==> src/rtl/core/indexed_list_store_defines.svh <==
// Assertion macros shared by the indexed list store RTL.
// Each macro takes a label, an antecedent, a consequent and a message.
// Clock is clock, reset is reset (active high) in every user.
`ifndef INDEXED_LIST_STORE_DEFINES_SVH
`define INDEXED_LIST_STORE_DEFINES_SVH

// Same-cycle implication
`define ILS_ASSERT_IMP(lbl, ante, cons, msg) \
   lbl: assert property (@(posedge clock) disable iff (reset) (ante) |-> (cons)) \
      else $error(msg);

// Next-cycle implication
`define ILS_ASSERT_NXT(lbl, ante, cons, msg) \
   lbl: assert property (@(posedge clock) disable iff (reset) (ante) |=> (cons)) \
      else $error(msg);

`endif

==> src/rtl/core/ils_pkg.sv <==
// ----------------------------------------------------------------------------
// ils_pkg
// Types and constants of the indexed list store: transfer payloads, the
// command broadcast to the row of storage cells, and operation codes.
// ----------------------------------------------------------------------------
package ils_pkg;

   // Store geometry
   localparam int CAPACITY = 16;
   localparam int IDX_W    = (CAPACITY > 1) ? $clog2(CAPACITY) : 1;
   localparam int CNT_W    = $clog2(CAPACITY + 1);

   // Fixed field widths
   localparam int MODE_W  = 2;
   localparam int POS_W   = 5;
   localparam int DATA_W  = 32;
   localparam int COUNT_W = 5;
   localparam int CMP_W   = (CNT_W > POS_W) ? CNT_W : POS_W;

   // Request modes
   typedef enum logic [MODE_W-1:0] {
      MODE_INSERT = 2'd0,
      MODE_DELETE = 2'd1,
      MODE_DUMP   = 2'd2
   } mode_type;

   // Status codes
   localparam logic STATUS_OK  = 1'b0;
   localparam logic STATUS_ERR = 1'b1;

   // Controller states
   typedef enum logic {
      ST_IDLE,
      ST_DUMP
   } state_type;

   // Per-cycle operation of the cell row
   typedef enum logic [1:0] {
      CELL_HOLD,
      CELL_INSERT,
      CELL_DELETE,
      CELL_ROTATE
   } cell_op_type;

   typedef struct packed {
      cell_op_type              op;
      logic [IDX_W-1:0]         pos;
      logic [CNT_W-1:0]         count;
      logic signed [DATA_W-1:0] value;
   } cell_cmd_type;

   typedef struct packed {
      logic [MODE_W-1:0]        mode;
      logic [POS_W-1:0]         position;
      logic signed [DATA_W-1:0] value;
   } req_type;

   typedef struct packed {
      logic                     status;
      logic signed [DATA_W-1:0] entry_value;
      logic                     has_value;
      logic                     last;
      logic [COUNT_W-1:0]       count;
   } rsp_type;

endpackage

==> src/rtl/core/ils_cell.sv <==
// ----------------------------------------------------------------------------
// ils_cell
// One storage cell of the row. Holds one entry and, per broadcast command,
// keeps it, loads the new value, or takes a neighbor's entry or the old head.
// ----------------------------------------------------------------------------
module ils_cell (
   input  logic                             clock,
   input  ils_pkg::cell_cmd_type            cmd,
   input  logic [ils_pkg::IDX_W-1:0]        cell_idx,
   input  logic signed [ils_pkg::DATA_W-1:0] left_q,
   input  logic signed [ils_pkg::DATA_W-1:0] right_q,
   input  logic signed [ils_pkg::DATA_W-1:0] head_q,
   output logic signed [ils_pkg::DATA_W-1:0] q
);
   import ils_pkg::*;

   logic signed [DATA_W-1:0] entry_ff;
   logic signed [DATA_W-1:0] entry_in;
   logic [CNT_W-1:0]         idx_next;

   assign idx_next = CNT_W'(cell_idx) + CNT_W'(1);

   // Next entry from the broadcast command
   always_comb begin
      entry_in = entry_ff;
      case (cmd.op)
         CELL_INSERT: begin
            if (cell_idx == cmd.pos) begin
               entry_in = cmd.value;
            end else if (cell_idx > cmd.pos) begin
               entry_in = left_q;
            end
         end
         CELL_DELETE: begin
            if (cell_idx >= cmd.pos) begin
               entry_in = right_q;
            end
         end
         CELL_ROTATE: begin
            // last occupied cell wraps around to the old head
            if (idx_next == cmd.count) begin
               entry_in = head_q;
            end else begin
               entry_in = right_q;
            end
         end
         default: begin
            entry_in = entry_ff;
         end
      endcase
   end

   always_ff @(posedge clock) begin
      entry_ff <= entry_in;
   end

   assign q = entry_ff;

endmodule

==> src/rtl/core/ils_chain.sv <==
// ----------------------------------------------------------------------------
// ils_chain
// Row of storage cells, each wired to its left and right neighbor. Entry 0
// sits in the first cell and is presented as the head.
// ----------------------------------------------------------------------------
module ils_chain (
   input  logic                              clock,
   input  ils_pkg::cell_cmd_type             cmd,
   output logic signed [ils_pkg::DATA_W-1:0] head
);
   import ils_pkg::*;

   logic signed [DATA_W-1:0] cell_q [CAPACITY];

   for (genvar i = 0; i < CAPACITY; i++) begin : g_cell
      logic signed [DATA_W-1:0] left_q;
      logic signed [DATA_W-1:0] right_q;

      // Edge cells see themselves where no neighbor exists
      if (i == 0) begin : g_first
         assign left_q = cell_q[0];
      end else begin : g_mid_l
         assign left_q = cell_q[i-1];
      end
      if (i == CAPACITY - 1) begin : g_lastc
         assign right_q = cell_q[i];
      end else begin : g_mid_r
         assign right_q = cell_q[i+1];
      end

      ils_cell u_cell (
         .clock    (clock),
         .cmd      (cmd),
         .cell_idx (IDX_W'(i)),
         .left_q   (left_q),
         .right_q  (right_q),
         .head_q   (cell_q[0]),
         .q        (cell_q[i])
      );
   end

   assign head = cell_q[0];

endmodule

==> src/rtl/core/indexed_list_store.sv <==
// ----------------------------------------------------------------------------
// indexed_list_store
// Bounded ordered store of signed 32-bit entries with insert and delete at
// an index and an in-order dump, built on a row of shifting cells.
// ----------------------------------------------------------------------------
//   Channel   Dir   Payload    Transfer when
//   req       in    req_type   req_valid & req_ready
//   rsp       out   rsp_type   rsp_valid & rsp_ready
//
// An insert or delete shifts the whole cell row in the cycle that accepts
// the request; an error item leaves the row as it is. A dump takes the
// request, then rotates the cell row by one cell per emitted entry. It blocks
// new requests until its last result is registered. An empty dump gives one
// result with no value. Reset clears the entry count and state; cell contents
// need no reset. A stalled rsp holds the output register and the cell row.
// ----------------------------------------------------------------------------
module indexed_list_store (
   input  logic             clock,
   input  logic             reset,
   input  logic             req_valid,
   output logic             req_ready,
   input  ils_pkg::req_type req_data,
   output logic             rsp_valid,
   input  logic             rsp_ready,
   output ils_pkg::rsp_type rsp_data
);
   import ils_pkg::*;

`include "indexed_list_store_defines.svh"

   state_type         state_ff, state_in;
   logic [CNT_W-1:0]  count_ff, count_in;
   logic [CNT_W-1:0]  remain_ff, remain_in;
   logic              rsp_valid_ff, rsp_valid_in;
   rsp_type           rsp_ff, rsp_in;

   cell_cmd_type             cmd;
   logic signed [DATA_W-1:0] head;
   logic                     out_free;
   logic                     req_accept;
   logic [CMP_W-1:0]         pos_x;
   logic [CMP_W-1:0]         count_x;
   logic                     ins_ok;
   logic                     del_ok;

   assign out_free   = !rsp_valid_ff || rsp_ready;
   assign req_ready  = (state_ff == ST_IDLE) && out_free;
   assign req_accept = req_valid && req_ready;

   // Position checks against the current count
   assign pos_x   = CMP_W'(req_data.position);
   assign count_x = CMP_W'(count_ff);
   assign ins_ok  = (count_ff < CNT_W'(CAPACITY)) &&
                    ((count_ff == '0) || (pos_x <= count_x));
   assign del_ok  = (count_ff != '0) && (pos_x < count_x);

   // Control: decode requests, sequence dumps, load the output register
   always_comb begin
      state_in        = state_ff;
      count_in        = count_ff;
      remain_in       = remain_ff;
      rsp_valid_in    = rsp_valid_ff && !rsp_ready;
      rsp_in          = rsp_ff;
      cmd.op          = CELL_HOLD;
      cmd.pos         = IDX_W'(req_data.position);
      cmd.count       = count_ff;
      cmd.value       = req_data.value;

      case (state_ff)
         ST_IDLE: begin
            if (req_accept) begin
               rsp_in.status      = STATUS_OK;
               rsp_in.entry_value = '0;
               rsp_in.has_value   = 1'b0;
               rsp_in.last        = 1'b1;
               rsp_in.count       = COUNT_W'(count_ff);
               rsp_valid_in       = 1'b1;
               case (req_data.mode)
                  MODE_INSERT: begin
                     if (ins_ok) begin
                        cmd.op       = CELL_INSERT;
                        if (count_ff == '0) begin
                           cmd.pos = '0;
                        end
                        count_in     = count_ff + CNT_W'(1);
                        rsp_in.count = COUNT_W'(count_ff + CNT_W'(1));
                     end else begin
                        rsp_in.status = STATUS_ERR;
                     end
                  end
                  MODE_DELETE: begin
                     if (del_ok) begin
                        cmd.op       = CELL_DELETE;
                        count_in     = count_ff - CNT_W'(1);
                        rsp_in.count = COUNT_W'(count_ff - CNT_W'(1));
                     end else begin
                        rsp_in.status = STATUS_ERR;
                     end
                  end
                  MODE_DUMP: begin
                     if (count_ff != '0) begin
                        rsp_valid_in = rsp_valid_ff && !rsp_ready;
                        rsp_in       = rsp_ff;
                        remain_in    = count_ff;
                        state_in     = ST_DUMP;
                     end
                  end
                  default: begin
                     rsp_in.status = STATUS_ERR;
                  end
               endcase
            end
         end
         ST_DUMP: begin
            // Emit the head, then rotate the row by one cell
            if (out_free) begin
               rsp_in.status      = STATUS_OK;
               rsp_in.entry_value = head;
               rsp_in.has_value   = 1'b1;
               rsp_in.last        = (remain_ff == CNT_W'(1));
               rsp_in.count       = COUNT_W'(count_ff);
               rsp_valid_in       = 1'b1;
               cmd.op             = CELL_ROTATE;
               remain_in          = remain_ff - CNT_W'(1);
               if (remain_ff == CNT_W'(1)) begin
                  state_in = ST_IDLE;
               end
            end
         end
         default: begin
            state_in = ST_IDLE;
         end
      endcase
   end

   // Control registers
   always_ff @(posedge clock) begin
      if (reset) begin
         state_ff     <= ST_IDLE;
         count_ff     <= '0;
         remain_ff    <= '0;
         rsp_valid_ff <= 1'b0;
      end else begin
         state_ff     <= state_in;
         count_ff     <= count_in;
         remain_ff    <= remain_in;
         rsp_valid_ff <= rsp_valid_in;
      end
   end

   // Output payload register
   always_ff @(posedge clock) begin
      rsp_ff <= rsp_in;
   end

   ils_chain u_chain (
      .clock (clock),
      .cmd   (cmd),
      .head  (head)
   );

   assign rsp_valid = rsp_valid_ff;
   assign rsp_data  = rsp_ff;

   // Checks
   `ILS_ASSERT_IMP(a_dump_remain, state_ff == ST_DUMP,
      (remain_ff != '0) && (remain_ff <= count_ff), "dump remainder out of range")
   `ILS_ASSERT_NXT(a_full_insert,
      req_accept && (req_data.mode == MODE_INSERT) && (count_ff == CNT_W'(CAPACITY)),
      rsp_valid && (rsp_data.status == STATUS_ERR), "insert into full store not rejected")
   `ILS_ASSERT_IMP(a_mid_dump, rsp_valid && !rsp_data.last, state_ff == ST_DUMP,
      "non-final result outside a dump")
   `ILS_ASSERT_NXT(a_first_insert,
      req_accept && (req_data.mode == MODE_INSERT) && (count_ff == '0),
      count_ff == CNT_W'(1), "insert into empty store lost")

endmodule

==> config.mk <==
export PLATFORM = sky130hd
export DESIGN_NAME = indexed_list_store
export DESIGN_NICKNAME = d
export VERILOG_FILES = /design/src/rtl/core/ils_pkg.sv /design/src/rtl/core/ils_cell.sv /design/src/rtl/core/ils_chain.sv /design/src/rtl/core/indexed_list_store.sv
export VERILOG_INCLUDE_DIRS = /design/src /design/src/rtl/core
export SDC_FILE = /design/constraint.sdc
export NUM_CORES = 1
export LEC_CHECK = 0
export ABC_AREA = 1
export BUFFER_PORTS_ARGS = -buffer_cell sky130_fd_sc_hd__buf_2
export CAP_MARGIN = 20
export CELL_PAD_IN_SITES_DETAIL_PLACEMENT = 1
export CELL_PAD_IN_SITES_GLOBAL_PLACEMENT = 2
export CORE_MARGIN = 3
export CORE_UTILIZATION = 39
export CTS_CLUSTER_DIAMETER = 150
export CTS_CLUSTER_SIZE = 12
export DETAILED_ROUTE_END_ITERATION = 8
export GPL_TIMING_DRIVEN = 1
export PLACE_DENSITY_LB_ADDON = 0.1
export SKIP_CTS_REPAIR_TIMING = 1
export SYNTH_ARGS = -nofsm -noshare
export SYNTH_HDL_FRONTEND = slang
export SYNTH_SLANG_ARGS = --single-unit
==> constraint.sdc <==
create_clock -name clock -period 9.7 [get_ports clock]
set_input_delay 2.425 -clock clock [delete_from_list [all_inputs] [get_ports clock]]
set_output_delay 2.425 -clock clock [all_outputs]
set_load 0.02 [all_outputs]
Word-level counts from Yosys, hierarchy flattened

Cells that the tools add are included.

Multiplexer cells: 115
Add/subtract/negate cells: 3
Equality and inequality tests: 75
Reductions and logical operators: 35
Order comparisons: 33
Bitwise gates (word level): 1

Operators with widths:

| operator                                                         | number |
|---|---|
| two-way mux 32 bit                                               | 62 |
| case mux 32 bit (3 select lines)                                 | 15 |
| two-way mux 40 bit                                               | 3 |
| case mux 40 bit (2 select lines)                                 | 1 |
| case mux 32 bit (2 select lines)                                 | 1 |
| AND reduction 3 bit                                              | 17 |
| inequality test 3 bit, second input constant                     | 16 |
| equality test 4 x 5 -> 1 bit, first input constant               | 8 |
| inequality test 2 bit, second input constant                     | 19 |
| two-way mux 5 bit                                                | 7 |
| two-way mux 34 bit                                               | 1 |
| equality test 4 bit, first input constant                        | 8 |
| > comparator 4 bit, first input constant                         | 8 |
| greater-or-equal comparator 4 bit, first input constant          | 7 |
| equality test 3 x 5 -> 1 bit, first input constant               | 4 |
| case mux 5 bit (2 select lines)                                  | 2 |
| equality test 3 x 4 -> 1 bit, first input constant               | 4 |
| greater-or-equal comparator 3 x 4 -> 1 bit, first input constant | 4 |
| > comparator 3 x 4 -> 1 bit, first input constant                | 4 |
| case mux 5 bit (3 select lines)                                  | 1 |
| two-way mux 4 bit                                                | 3 |
| two-way mux 1 bit                                                | 11 |
| equality test 2 x 5 -> 1 bit, first input constant               | 2 |
| subtractor 5 x 1 -> 5 bit, second input constant                 | 2 |
| other kinds (32)                                                 | 52 |

Word-level logic and storage cells: 287
Register bits after elaboration: 564

Depth between registers and ports, before layout

Gate-level depths: netlist of the first run.

Depth in word-level cells: 11
Depth in mapped cells: 14
Gate-level depth less buffers: 13

Hierarchy

Synthesis of the first run repeated with hierarchy kept, for this count alone.

Cells, all modules: 7277
Area total of the unflattened synthesis: 48397.7 µm²

Modules (own cells, without submodules):

| module                                  | times used | area an instance (µm²) | seq. area each (µm²) | cells an instance |
|---|---|---|---|---|
| ils_cell (u_chain.g_cell[0].u_cell ...) | 8          | 2980.4                 | 960.9                | 470 |
| ils_cell (u_chain.g_cell[2].u_cell ...) | 8          | 2722.6                 | 960.9                | 398 |
| indexed_list_store                      | 1          | 2766.4                 | 1441.4               | 331 |
| ils_chain                               | 1          | 7.5                    | 0.0                  | 2 |

Worst setup path after synthesis of the first run

OpenSTA, ideal clock, no wires.

Path kind: input to register
Start: in rsp_ready
End: reg u_chain.g_cell[15].u_cell.entry_ff[0] (enable)
Stages on the path: 8
Setup slack: 2507 ps
Buffers on the path: 2
Arrival time: 6683 ps
Setup time: 511 ps
Cell sequence: inv_1 > nand2_1 > inv_1 > nor2_1 > inv_2 > clkbuf_1 > clkbuf_1 > o41ai_1

Longest elaborated chain between the ends: 8
Elaborated cells between the ends (all ways): 15
Classes of those cells: order compare: 1; eq/ne: 5; mux: 4; reduce/logical: 5

RTL lines:

| what                                                                        | line                     | text |
|---|---|---|
| start: declaration                                                          | indexed_list_store.sv:24 | `input logic rsp_ready,` |
| logical OR 1 bit (*)                                                        | indexed_list_store.sv:46 | `assign out_free = !rsp_valid_ff \|\| rsp_ready;` |
| logical AND 1 bit                                                           | indexed_list_store.sv:47 | `assign req_ready = (state_ff == ST_IDLE) && out_free;` |
| logical AND 1 bit                                                           | indexed_list_store.sv:48 | `assign req_accept = req_valid && req_ready;` |
| two-way mux 6 bit                                                           | indexed_list_store.sv:71 | `if (req_accept) begin` |
| two-way mux 4 bit / case mux 2 bit (2 select lines) (equally long branches) | indexed_list_store.sv:69 | `case (state_ff)` |
| > comparator 4 bit (tied with other cells)                                  | ils_cell.sv:30           | `end else if (cell_idx > cmd.pos) begin` |
| inequality test 3 bit (no line) (tied with other cells)                     | n/a                      |  |
| AND reduction 3 bit (no line) (*)                                           | n/a                      |  |
| end signal: assignment                                                      | ils_cell.sv:54           | `entry_ff <= entry_in;` |
| end: declaration                                                            | ils_cell.sv:17           | `logic signed [DATA_W-1:0] entry_ff;` |

Mark *: on every way between the ends. The rest lies on a longest branch, timed or not.
A chain may end at the register's enable or synchronous reset.

Final worst setup path of the first run

Start: in rsp_ready
End: reg u_chain.g_cell[9].u_cell.entry_ff[4] (enable)

Longest elaborated chain between the ends: 8
Elaborated cells between the ends (all ways): 17
Classes of those cells: order compare: 2; eq/ne: 6; mux: 4; reduce/logical: 5

RTL lines:

| what                                                                        | line |
|---|---|
| logical OR 1 bit (*)                                                        | indexed_list_store.sv:46 |
| logical AND 1 bit                                                           | indexed_list_store.sv:47 |
| logical AND 1 bit                                                           | indexed_list_store.sv:48 |
| two-way mux 6 bit                                                           | indexed_list_store.sv:71 |
| two-way mux 4 bit / case mux 2 bit (2 select lines) (equally long branches) | indexed_list_store.sv:69 |
| > comparator 4 bit (tied with other cells)                                  | ils_cell.sv:30 |
| inequality test 3 bit (no line) (tied with other cells)                     | n/a |
| AND reduction 3 bit (no line) (*)                                           | n/a |
| end signal: assignment                                                      | ils_cell.sv:54 |
| end: declaration                                                            | ils_cell.sv:17 |

Marks and branches as above.

==> results.cfg, run 1 <==
[status]
status = complete, no violations

[clock_tree]
root_buffer = clkbuf_16
cts_inserted_buffers = 52
cts_buffer_depth = 3
cts_tree = done
clk_latency_ns = 0.67
clk_pin_slew_worst_paths_ns = 0.07
cts.sinks = 564
htree_num_levels = 2

[route]
antenna_left = 0
drc = 0
drt_pass1_iterations = 7
wl_met3_um = 13310
dr_wl_met2_um = 81360
vias = 38970
wl_um = 177500
wl_per_cell_um = 26.20
wl_met1_um = 77100
via_per_inst = 5.751
drt_first_iter_violations = 3531
highest_layer = met4

[timing]
slew_violations = 0
hold_viol_final = 0
finalClockSkew_ns = 0.01527
grt_setup_unrepaired = no
hold_ws_ns = 0.4903
setup_viol = 0
fmax_mhz = 159.8
worstMarginPinSlew_ns = 1.122
relSlewSlack = 0.2512
fin_crit_ns = 6.257
post-route-period-util = 0.6451
setup_tns_ns = 0

[critical_path]
rr_endpoint = u_chain.g_cell[9].u_cell.q[4]
critPathMaxFanout = 125
critPathRequiredTime_ns = 10.03
arrival_ns = 6.59
start_kind = primary input
timing.rr.start = count_ff[0]
worst_r2r_path_depth = 13
crit_type = primary input to register
end_kind = register
r2r_slack_ns = 4.68

[floorplan]
chipHeight_um = 321.0
die_area_um2 = 103000
die_w_um = 321.0
io_pins = 85
start_util = 0.3965
core-area_um2 = 97560
rows = 114

[synthesis]
ys_ff_latch = 564
synth_warnings = 0
synth-seq-area-share = 0.4347
syn-num-nets = 5762
syn_area_per_cell_um2 = 6.780
syn_area_um2 = 38690
synthDistinctLibCells = 31
synthesis.instances = 5706

[placement]
dp.cells = 6712
portBuffers = 84
gp_congestion = 0.8327
hpwl_um = 101500

[finish]
layout_commonest_cell = nand2_1
final_cell_mix = nand2_1 (2,417), a21oi_1 (883), inv_1 (605)
stdcell_count = 6776
syn_to_final_growth_pct = 6.342
diodes = 0
nets = 5547
drive_gt1_frac = 0.05691

[min_path]
min_path_cells = 2
hold_class = register to register
hp-start = remain_ff[2]
holdPathEnd = remain_ff[2]

[power_and_ir_drop]
p_leak_nw = 19.38
power.density_nw_per_um2 = 147.0
peakVddDrop_v = 0.0001297

[global_routing]
grt_start_max_net_pins = 159
overflow = 0
antenna_found_initial = 5
grt_pass1_vias = 38810
grtUsageTotal = 0.3367
grt_first_pass_wirelength_um = 260400

[job]
cap_violations = 0
## area by class of cell
| cell class | count | area (um2) |
|---|---|---|
| fillers | 12570 | 56420 |
| multi-input cells | 4067 | 17810 |
| flip-flops and latches | 564 | 16820 |
| inverters | 629 | 2381 |
| well taps | 1276 | 1597 |
| clock buffers | 63 | 1364 |
| repair buffers | 177 | 1176 |
## layer usage
layer,up-vias,track usage
met3,262,0.05229
met5,-,0
li1,17820,-
met4,0,0.1039
met2,1433,0.5554
met1,19450,0.4559
## worst max-delay path by stage
stage / start / to / slack, ns
6_report: rsp_ready / u_chain.g_cell[9].u_cell.q[4] / 3.44
5_1_grt: rsp_ready / u_chain.g_cell[9].u_cell.q[12] / 3.29
3_3_place_gp: rsp_ready / u_chain.g_cell[9].u_cell.q[7] / 2.84
3_5_place_dp: rsp_ready / u_chain.g_cell[9].u_cell.q[7] / 2.80
2_1_floorplan: rsp_ready / u_chain.g_cell[15].u_cell.q[0] / 2.51
4_1_cts: rsp_ready / u_chain.g_cell[9].u_cell.q[0] / 3.50
## metrics by stage
step	utilization	worst slack [ns]	total power (W)	area, um2
after floorplan	-	2.507	0.003658	38690
after global placement	0.4072	2.844	0.004049	39730
after detailed placement	0.4075	2.800	0.004076	39760
after CTS	0.4215	3.496	0.006061	41120
after global routing	0.4217	3.288	0.006256	41140
final	0.4217	3.443	0.006048	41140
## synth_stat cells
cell type  count  area (um2)
nand2_1     2424        9099
a21oi_1      888        4444
inv_1        609        2286
edfxtp_1     552       16580
nand3_1      543        2718
clkbuf_1     233       874.6
buf_2        175       875.8
nor2_1        72       270.3
o21ai_0       50       250.2
buf_1         33       123.9
a211oi_1      32       240.2
inv_2         18       67.56
nor2_2        14       87.58
ha_1          13       162.7
dfxtp_1       12       240.2
nand3_2        7       70.07
nor2_4         5       56.30
buf_6          3       33.78
nand2_2        3       18.77
nand4_1        3       18.77
o21ai_4        3       48.80
buf_4          2       15.01
inv_4          2       12.51
nor3_1         2       10.01
xor2_1         2       17.52
nand3_4        1       17.52
nand4_4        1       21.27
o21ai_1        1       5.000
o21ai_2        1       8.760
o41ai_1        1       8.760
xnor2_1        1       8.760
## kinds of logic (layout without fill, tap and decap cells)
logic type	after synthesis	after routing	synth area share
DFF	564	564	0.4347
buffers and inverters	1075	869	0.1109
adders and majority gates	13	13	0.004205
xor gates and xnor gates	3	3	0.0006793
AOI/OAI and AO/OA	976	976	0.1294
and+or+nand+nor	3075	3075	0.3202
## where the power goes
group	internal (W)	leakage, nW	switching (W)
Sequential	0.00287	5.14	0.000142
Combinational	0.000259	13.6	0.000776
Clock	0.000973	0.665	0.00103
## sequential cells by signal, indices dropped and copies added (netlist names)
| register | count |
|---|---|
| count_ff | 5 |
| remain_ff | 5 |
| rsp_data | 40 |
| rsp_valid | 1 |
| state_ff | 1 |
| u_chain.g_cell.u_cell.q | 512 |
## critical path, stage by stage
cell     delay, ns
buf_2         0.07
inv_1         0.03
nand2_1       0.07
inv_1         0.08
nor2_4        0.08
buf_4         0.58
inv_8         0.43
nand2_2       0.18
buf_4         0.69
nor2_1        0.47
a21oi_4       0.89
buf_4         0.48
Note: power is estimated with default switching activity, not from simulation.
==> run 2: changes to the inputs <==
--- a/config.mk
+++ b/config.mk
@@ -6,13 +6,13 @@
 export SDC_FILE = /design/constraint.sdc
 export NUM_CORES = 1
 export LEC_CHECK = 0
-export ABC_AREA = 1
+export ABC_AREA = 0
 export BUFFER_PORTS_ARGS = -buffer_cell sky130_fd_sc_hd__buf_2
 export CAP_MARGIN = 20
 export CELL_PAD_IN_SITES_DETAIL_PLACEMENT = 1
 export CELL_PAD_IN_SITES_GLOBAL_PLACEMENT = 2
 export CORE_MARGIN = 3
-export CORE_UTILIZATION = 39
+export CORE_UTILIZATION = 44
 export CTS_CLUSTER_DIAMETER = 150
 export CTS_CLUSTER_SIZE = 12
 export DETAILED_ROUTE_END_ITERATION = 8
==> constraint.sdc (replaced) <==
create_clock -name clock -period 6 [get_ports clock]
set_input_delay 1.5 -clock clock [delete_from_list [all_inputs] [get_ports clock]]
set_output_delay 1.5 -clock clock [all_outputs]
set_load 0.02 [all_outputs]
==> results.cfg, run 2 <==
[critical_path]
r2r_slack_ns = 1.38
timing.rr.start = count_ff[4]
rr_endpoint = u_chain.g_cell[2].u_cell.q[3]
arrival_ns = 4.97
crit_type = register to register
cpMostUsedCell = buf_4
critPathMaxFanout = 21
worst_r2r_path_depth = 10
start_kind = register
critPathRequiredTime_ns = 6.35
cp_cell_sequence = inv_1, ha_1, nand4_1, o221ai_4, buf_4, nor3_2, buf_4, a31oi_2, o21ai_4, buf_4
cpPeakStageDelay_ns = 0.89
end_kind = register
slowest_stage = dfxtp_1

[timing]
slew_violations = 0
setup_ws_ns = 1.385
finalClockSkew_ns = 0.01805
fin_crit_ns = 4.615
setup_tns_ns = 0
relSlewSlack = 0.2401
setup_viol = 0
fmax_mhz = 216.7
post-route-period-util = 0.7692
worstMarginPinSlew_ns = 1.137
grt_setup_unrepaired = no
hold_viol_final = 0

[clock_tree]
cts_inserted_buffers = 52
clk_latency_ns = 0.62
root_buffer = clkbuf_16
clk_pin_slew_worst_paths_ns = 0.07
cts.sinks = 564
cts_buffer_depth = 3
cts_tree = done
htree_num_levels = 2

[floorplan]
rows = 97
core-area_um2 = 70150
chipHeight_um = 272.5
io_pins = 85
die_w_um = 272.5
start_util = 0.4455
die_area_um2 = 74260

[job]
cap_violations = 0

[global_routing]
antenna_found_initial = 2
grt_first_pass_wirelength_um = 175800
overflow = 0
grtUsageTotal = 0.3161
grt_pass1_vias = 25110
grt_start_max_net_pins = 153

[route]
via_per_inst = 7.009
antenna_left = 0
drt_first_iter_violations = 3040
wl_um = 119800
drt_pass1_iterations = 6
vias = 24510
wl_per_cell_um = 34.25
drc = 0

[synthesis]
ys_top_cells_by_area = edfxtp_1 (53%), mux2i_1 (12%), a22oi_1 (8.5%), o21ai_0 (4.7%), a221o_1 (3.1%)
syn_area_um2 = 31250
synthDistinctLibCells = 72
ys_async_sr_fraction = 0
synth.most_common_cell = edfxtp_1
synthFlopType = edfxtp_1
yosysTopAreaCell = edfxtp_1
synthTopCellsByCount = edfxtp_1 (552), mux2i_1 (385), a22oi_1 (353), o21ai_0 (296), clkbuf_1 (251)
synthesis.instances = 2681
syn-num-nets = 2737
synth-seq-area-share = 0.5381
ys_ff_latch = 564
syn_area_per_cell_um2 = 11.66
synth_warnings = 0
synth-edff-count = 552
yosysTopAreaCellShare = 0.5304

[finish]
drive_gt1_frac = 0.1216
diodes = 0
layout_commonest_cell = edfxtp_1
syn_to_final_growth_pct = 8.652
largest_reg_flops = 512
nets = 2603
stdcell_count = 3497
final_cell_mix = edfxtp_1 (552), mux2i_1 (385), a22oi_1 (353)

[power_and_ir_drop]
p_leak_nw = 11.66
peakVddDrop_v = 0.0001960
power.density_nw_per_um2 = 267.7

[min_path]
hold_class = register to register
holdPathEnd = remain_ff[1]
min_path_cells = 2
hp-start = remain_ff[1]

[placement]
dp.cells = 3432
hpwl_um = 68720
dp_slack_ns = 1.033
portBuffers = 84
gp_congestion = 0.8284

[status]
status = complete, no violations
==> run 2: worst max-delay path, delay by kind of cell (launching register included) <==
| kind | cells | cell delay [ns] |
|---|---|---|
| adder cells (fa/ha/maj) | 1 | 0.42 |
| buffers and inverters | 4 | 1.19 |
| AO/OA/AOI/OAI | 3 | 1.54 |
| AND/OR/NAND/NOR | 2 | 0.29 |
| flip-flops | 1 | 0.89 |
==> run 2: worst max-delay path by stage <==
stage	start	end	slack, ns	cells past startpoint
6_report	count_ff[4]	u_chain.g_cell[2].u_cell.q[3]	1.38	10
3_3_place_gp	req_data[34]	u_chain.g_cell[2].u_cell.q[31]	1.09	10
3_5_place_dp	req_data[34]	u_chain.g_cell[2].u_cell.q[31]	1.03	10
5_1_grt	count_ff[4]	u_chain.g_cell[2].u_cell.q[19]	1.14	8
2_1_floorplan	req_data[32]	u_chain.g_cell[0].u_cell.q[0]	0.34	8
4_1_cts	count_ff[4]	u_chain.g_cell[2].u_cell.q[0]	1.45	10
==> run 2: kinds of logic (layout without fill, tap and decap cells) <==
kind of cell,after synthesis,after routing,share of synthesized area
flip-flops,564,564,0.5381
multiplexers,386,386,0.1237
adder cells (fa/ha/maj),13,13,0.005205
AND/OR/NAND/NOR,305,305,0.04877
buffers and inverters,378,254,0.05469
XOR/XNOR,3,3,0.0008410
AO/OA/AOI/OAI,1032,1032,0.2287
==> run 2: power by group <==
group	switching (W)	internal (W)
sequential	0.000159	0.00466
clock	0.00149	0.00160
combinational	0.000824	0.000362
==> run 2: stage by stage <==
| step | utilization | instance area [um2] | hold WS [ns] | total power, W |
|---|---|---|---|---|
| global route | 0.4840 | 33950 | 0.4959 | 0.009378 |
| floorplan | - | 31250 | 0.4029 | 0.005562 |
| CTS | 0.4836 | 33930 | 0.4794 | 0.009133 |
| finish | 0.4840 | 33950 | 0.4811 | 0.009088 |
| detailed placement | 0.4637 | 32520 | 0.4702 | 0.006051 |
| global placement | 0.4637 | 32520 | 0.4611 | 0.006008 |
==> run 2: final cells by class <==
| type | instances | area (um2) |
|---|---|---|
| repair buffers | 176 | 1269 |
| well taps | 940 | 1176 |
| inverters | 14 | 52.55 |
| multi-input cells | 1739 | 13240 |
| fillers | 7272 | 36200 |
| flip-flops and latches | 564 | 16820 |
| clock inverters | 1 | 16.27 |
| clock buffers | 63 | 1385 |
==> run 2: layer usage <==
metal	GRT usage	up-vias	part of all wire
met4	0.1039	4	0.033
li1	-	10250	-
met5	0	-	0.00022
met2	0.5003	1266	0.46
met3	0.05426	243	0.082
met1	0.4423	12750	0.43
